===== config.mk =====
export PLATFORM = sky130hd
export DESIGN_NAME = twgfsr_ctrl
export DESIGN_NICKNAME = d
export VERILOG_FILES = /design/src/twgfsr_pkg.sv /design/src/twgfsr_ctrl.sv
export SDC_FILE = /design/constraint.sdc
export NUM_CORES = 1
export LEC_CHECK = 0
export ABC_AREA = 1
export BUFFER_PORTS_ARGS = -buffer_cell sky130_fd_sc_hd__buf_2
export CORE_AREA = 2 2 39 41
export DETAILED_ROUTE_END_ITERATION = 12
export DIE_AREA = 0 0 41 43
export PLACE_DENSITY = 0.52
export SYNTH_ARGS = -nofsm -noshare
export SYNTH_HDL_FRONTEND = slang
export SYNTH_SLANG_ARGS = --single-unit

===== constraint.sdc =====
create_clock -name clk -period 1 [get_ports clk]
set_input_delay 0.1 -clock clk [delete_from_list [all_inputs] [get_ports clk]]
set_output_delay 0.1 -clock clk [all_outputs]
set_load 0.02 [all_outputs]

===== src/twgfsr_pkg.sv =====
// Package of shared constants, types and functions for the twisted GFSR random generator.
package twgfsr_pkg;

	// Default number of words in the state store.
	localparam int STATE_WORDS_DEF = 624;

	// Offset of the tap word used while twisting.
	localparam int TAP_OFFSET = 367;

	// Twist and seeding constants. The upper mask is zero, so only the low
	// 31 bits of the following word take part in a twist.
	localparam logic [31:0] TWIST_MATRIX = 32'h9908_b0df;
	localparam logic [31:0] LOW_PART     = 32'h7fff_ffff;
	localparam logic [20:0] SEED_MULT    = 21'd1664525;
	localparam logic [30:0] SEED_RESET   = 31'd5389;

	// Tempering masks.
	localparam logic [31:0] TEMPER_B = 32'h9d2c_5680;
	localparam logic [31:0] TEMPER_C = 32'hefc6_0000;

	// Controller states.
	typedef enum logic [2:0] {
		ST_IDLE,
		ST_FILL,
		ST_TW_RD,
		ST_TW_WR,
		ST_RD,
		ST_LOAD
	} ctrl_state_t;

	// Commands from the controller to the datapath.
	typedef struct packed {
		logic accept;
		logic fill_step;
		logic twist_wr;
		logic sel_read;
		logic out_load;
	} ctrl_cmd_t;

	// Status from the datapath to the controller.
	typedef struct packed {
		logic seeded;
		logic exhausted;
		logic k_last;
		logic out_free;
	} dp_status_t;

	// Tempering of one word read from the store.
	function automatic logic [31:0] temper(input logic [31:0] w);
		logic [31:0] y;
		y = w ^ (w >> 11);
		y = y ^ ((y << 7) & TEMPER_B);
		y = y ^ ((y << 15) & TEMPER_C);
		y = y ^ (y >> 18);
		return y;
	endfunction

	// One twist step: the tap word mixed with the low part of the next word.
	function automatic logic [31:0] twist_one(input logic [31:0] nxt, input logic [31:0] tap);
		logic [31:0] y;
		logic [31:0] v;
		y = nxt & LOW_PART;
		v = tap ^ (y >> 1);
		if (y[0]) begin
			v = v ^ TWIST_MATRIX;
		end
		return v;
	endfunction

endpackage


===== src/twgfsr_ctrl.sv =====
// Controller state machine sequencing seeding, twisting and word reads.
module twgfsr_ctrl (
	input  logic                    clk,
	input  logic                    arst_n,
	input  logic                    s_tvalid,
	output logic                    s_tready,
	input  twgfsr_pkg::dp_status_t  status,
	output twgfsr_pkg::ctrl_cmd_t   cmd,
	output twgfsr_pkg::ctrl_state_t state
);

	import twgfsr_pkg::*;

	ctrl_state_t state_q;
	ctrl_state_t state_d;

	assign state = state_q;

	// State register.
	always_ff @(posedge clk or negedge arst_n) begin
		if (!arst_n) begin
			state_q <= ST_IDLE;
		end else begin
			state_q <= state_d;
		end
	end

	// Next state and command decode.
	always_comb begin
		state_d  = state_q;
		cmd      = '0;
		s_tready = 1'b0;
		unique case (state_q)
			ST_IDLE: begin
				s_tready = 1'b1;
				if (s_tvalid) begin
					cmd.accept = 1'b1;
					if (!status.seeded) begin
						state_d = ST_FILL;
					end else if (status.exhausted) begin
						state_d = ST_TW_RD;
					end else begin
						state_d = ST_RD;
					end
				end
			end
			ST_FILL: begin
				cmd.fill_step = 1'b1;
				if (status.k_last) begin
					state_d = ST_TW_RD;
				end
			end
			ST_TW_RD: begin
				state_d = ST_TW_WR;
			end
			ST_TW_WR: begin
				cmd.twist_wr = 1'b1;
				state_d = status.k_last ? ST_RD : ST_TW_RD;
			end
			ST_RD: begin
				cmd.sel_read = 1'b1;
				state_d = ST_LOAD;
			end
			ST_LOAD: begin
				// Hold the read address until the output register has room.
				cmd.sel_read = 1'b1;
				if (status.out_free) begin
					cmd.out_load = 1'b1;
					state_d = ST_IDLE;
				end
			end
			default: begin
				state_d = ST_IDLE;
			end
		endcase
	end

endmodule


* Word level (Yosys, flattened, before mapping)
Cells that the tools add are included.
** Cells by class
- Muxes and demuxes :: 15
- Reduce and logical (&&, ||, !) cells :: 3
- Equal/unequal tests :: 8
** Operators by type and width (count)
- 3-bit 2-to-1 mux :: 6
- 3-bit one-hot mux with 6 select lines :: 1
- 1-bit 2-to-1 mux :: 8
- 3-bit by 2-bit equality test with 1-bit output, second input constant :: 2
- 3-bit equality test, second input constant :: 2
- 2-bit != test, second input constant :: 3
- 3-bit by 1-bit equality test with 1-bit output, second input constant :: 1
- 3-bit logical NOT :: 1
- 3-bit AND reduction :: 1
- 2-bit OR reduction :: 1
** Word-level totals
- Register bits after elaboration :: 3
- Input port bits :: 7
- Logic and storage cells :: 27
- Output and inout bits :: 9

* Logic depth before layout (Yosys ltp)
- Depth after elaboration :: 4
- Gate-level depth with buffers :: 6
- Depth with buffers taken out :: 6

* Worst setup path before layout
OpenSTA, ideal clock, no wires.
- Kind :: reg-to-output
- Start point :: reg state_q[0] (netlist: state[0])
- End point :: out cmd[2] (netlist name)
- Buffers on the path :: 0
- Setup slack :: -0.231 ns
- Data arrival time :: 1.131 ns
- Stages on the path, launching flop included :: 3
- Data required time :: 0.900 ns
- Cells stage by stage :: dfrtp_1 inv_1 nor3_1
** RTL lines
- from (decl) :: RTL line twgfsr_ctrl.sv:14 : ctrl_state_t state_q;
- from (signal assigned) :: RTL line twgfsr_ctrl.sv:24 : state_q <= state_d;
- to (decl) :: RTL line twgfsr_ctrl.sv:8 : output twgfsr_pkg::ctrl_cmd_t cmd,

==> summary.md <==
| Metric | Value |
|---|---|
| Status | `finished with violations` |
| Failing checks | `setup timing` |
| H-tree levels | `1` |
| CTS root buffer | `clkbuf_4` |
| Nets@finish | `83` |
| Worst-Skew Late Latency | `roughly 0.23 ns` |
| Rows | `14` |
| Post-Layout Inst Area | `592 um2` |
| I/O Buffers | `15` |
| GRT Max-Usage Layer | `met2` |
| Antenna cells | `0` |
| Critical Path AT | `1.11 ns` |
| Routing usage on met3 | `0.0471` |
| Drt via density | `~4.2` |
| Final slew viol count | `0` |
| Multi-input gate area | `191 um2` |
| Cells along the critical path | `nor2_4, nand2_2, nor2_4, buf_6` |
| Pwr Total | `about 1800 uW` |
| RSZ-0062 raised after global routing | `yes` |
| Seq. cell area | `about 80 um2` |
| Initial antenna violation count | `0` |
| Worst-path fanout max | `4` |
| First-pass GRT wire length | `1370 um` |
| Final Skew | `0.00197 ns` |
| Dpl hpwl | `613 um` |
| Final ANT Viol Nets | `0` |
| Drt pass-1 iters | `4` |
| RR Endpoint | `state[1]$_DFFE_PN0P_` |
| Ys Warns | `0` |
| Crit-path max cell delay | `roughly 0.44 ns` |
| Placed inst area | `429 um2` |
| Worst path slowest cell | `dfrtp_2` |
| Post-synth top area share | `0.303` |
| Unique masters post-synth | `11` |
| Required @ worst endpoint | `0.90 ns` |
| Via count | `385` |
| Final worst path period share | `1.21` |
| Min Clock Period, post-route | `between 1 and 1.5 ns` |
| Final Util | `0.428` |
| GRT overflow | `0` |
| Clock buffer depth | `2` |
| DIE HEIGHT | `between 40 and 50 um` |
| Cell with the most instances after synthesis | `nand2_1` |
| Final Wtd Congestion | `0.719` |
| PwrDens | `3080 mW/mm2` |
| Max reg flops | `3` |
| Pin count of the biggest net entering global routing | `7` |
| GRT met2 Usage | `0.175` |
| CP most frequent cell | `nor2_4` |
| Maximum vdd drop | `0.00104 V` |
| WL final | `slightly above 800 um` |
| CP Capture Type | `output port` |
| Vias in the first global route | `about 380` |
| Filler cell count | `148` |
| Register bit count reported by yosys | `3` |
| Top cells by area, synth | `dfrtp_1, nand2_1, nand3_1` |
| Syn Std Cell Area | `between 200 and 250 um2` |
| Area leader, netlist | `dfrtp_1` |
| Drt wl/cell | `8.90 um` |
| Sequential share of the synthesized area | `0.303` |
| Reg2reg start | `state[0]$_DFFE_PN0P_` |
| Initial cell density of the core | `0.179` |
| Worst setup SP type | `flip-flop` |
| Synth cell count leaders | `nand2_1, inv_1, nand3_1` |
| Avg Inst Size Synth | `6.04 um2` |
| Setup crit start | `state[0]$_DFFE_PN0P_` |
| Global Route Usage Sum | `0.111` |
| Worst Path Buf+Inv | `1` |
| Post-synth top flop | `dfrtp_1` |
| Worst Setup Path Type | `flip-flop to output port` |
| Initial DRC count | `2` |
| Asr flop ratio synth | `1.00` |
| CTS Sinks | `3` |
| # DRC | `0` |
| Relative slew slack | `0.910` |
| Leakage | `about 0.00033 uW` |
| Post-Syn Instances | `41` |
| CTS tree | `yes` |
| Max Fclk | `824 MHz` |
| R2R Setup Slk | `-0.16 ns` |
| Clock transition at path regs | `0.04 ns` |
| M1 GR Usage | `0.128` |
| Hold Vio Cnt, Final | `0` |
| Worst slew pin tran | `0.134 ns` |
| Die area | `0.00176 mm2` |
| Synthesized net count | `48` |
| R2R cell count | `6` |
| CTS Buf Count | `3` |
| CORE AREA | `0.00138 mm2` |
| Family with the most delay on the worst path | `flip-flops` |
| Hold Crit Class | `input port to async pin` |
| Number of flops mapped to enable cells by yosys | `0` |
| I/O pin total | `16` |
| Layout cells sized above 1 | `0.667` |
| Endpoints failing setup | `11` |
| Max-Cap Viols | `0` |
| Chip width | `41 um` |
| Number of cells on the critical path | `4` |
| Final setup margin | `-0.213 ns` |
| Area growth, synth to finish | `139%` |
==> timing repair <==
| item | CTS | global route |
|---|---|---|
| gates resized for setup | 19 | 3 |
| hold buffers | 1 | 0 |
| setup endpoints to repair | 10 | 11 |
| gates cloned | 0 | 0 |
| hold endpoints to repair | 3 | 0 |
| setup buffers | 6 | 1 |
| pin swaps | 3 | 3 |
==> cells in the final DEF, fill, tap and decap left out, types with 3 or more instances in the layout <==
| cell type | n |
|---|---|
| nand3_1 | 4 |
| buf_2 | 8 |
| nand2_2 | 4 |
| buf_6 | 8 |
| buf_4 | 13 |
| inv_1 | 8 |
| nand4_1 | 3 |
| nand2_1 | 5 |
| clkbuf_4 | 3 |
| dfrtp_2 | 3 |
| nor2_4 | 3 |
==> power breakdown <==
group	switching (uW)	internal, uW	total [uW]
registers	82.5	188	270
logic	683	657	1340
clock network	63.8	150	213
==> per-stage QoR <==
stage	TNS (ns)	worst slack, ns	cells	hold slack [ns]
after floorplan	-0.133	-0.0659	41	-0.196
after global placement	-0.271	-0.0651	79	-0.103
after detailed placement	-0.323	-0.0728	79	-0.101
after CTS	-1.79	-0.215	90	0.183
after global routing	-2.33	-0.260	91	0.201
final	-1.81	-0.213	91	0.191
==> metal layers <==
layer | share of wire | wire length (um)
met1 | 0.39 | 318
met2 | 0.55 | 449
met3 | 0.052 | 42
met4 | 0 | 0
met5 | 0 | 0
==> kinds of logic after synthesis <==
logic type | count (synthesis) | synth area share
AND/OR/NAND/NOR | 26 | 0.495
buffers and inverters | 10 | 0.152
flip-flops | 3 | 0.303
AO/OA/AOI/OAI | 2 | 0.0505
==> worst max-delay path by stage <==
stage                           endpoint  slack, ns
floorplan           state[2]$_DFFE_PN0P_      -0.07
CTS                               cmd[2]      -0.22
global placement    state[2]$_DFFE_PN0P_      -0.07
finish                            cmd[4]      -0.21
detailed placement  state[0]$_DFFE_PN0P_      -0.07
global route                      cmd[2]      -0.26
==> area by class of cell <==
cell class / count / share of cell area
multi-input combinational: 28 / 0.323
timing repair buffer: 30 / 0.402
tap: 16 / 0.0338
sequential: 3 / 0.133
clock buffer: 4 / 0.0444
inverter: 10 / 0.0634
Note: power is estimated with default switching activity, not from simulation.
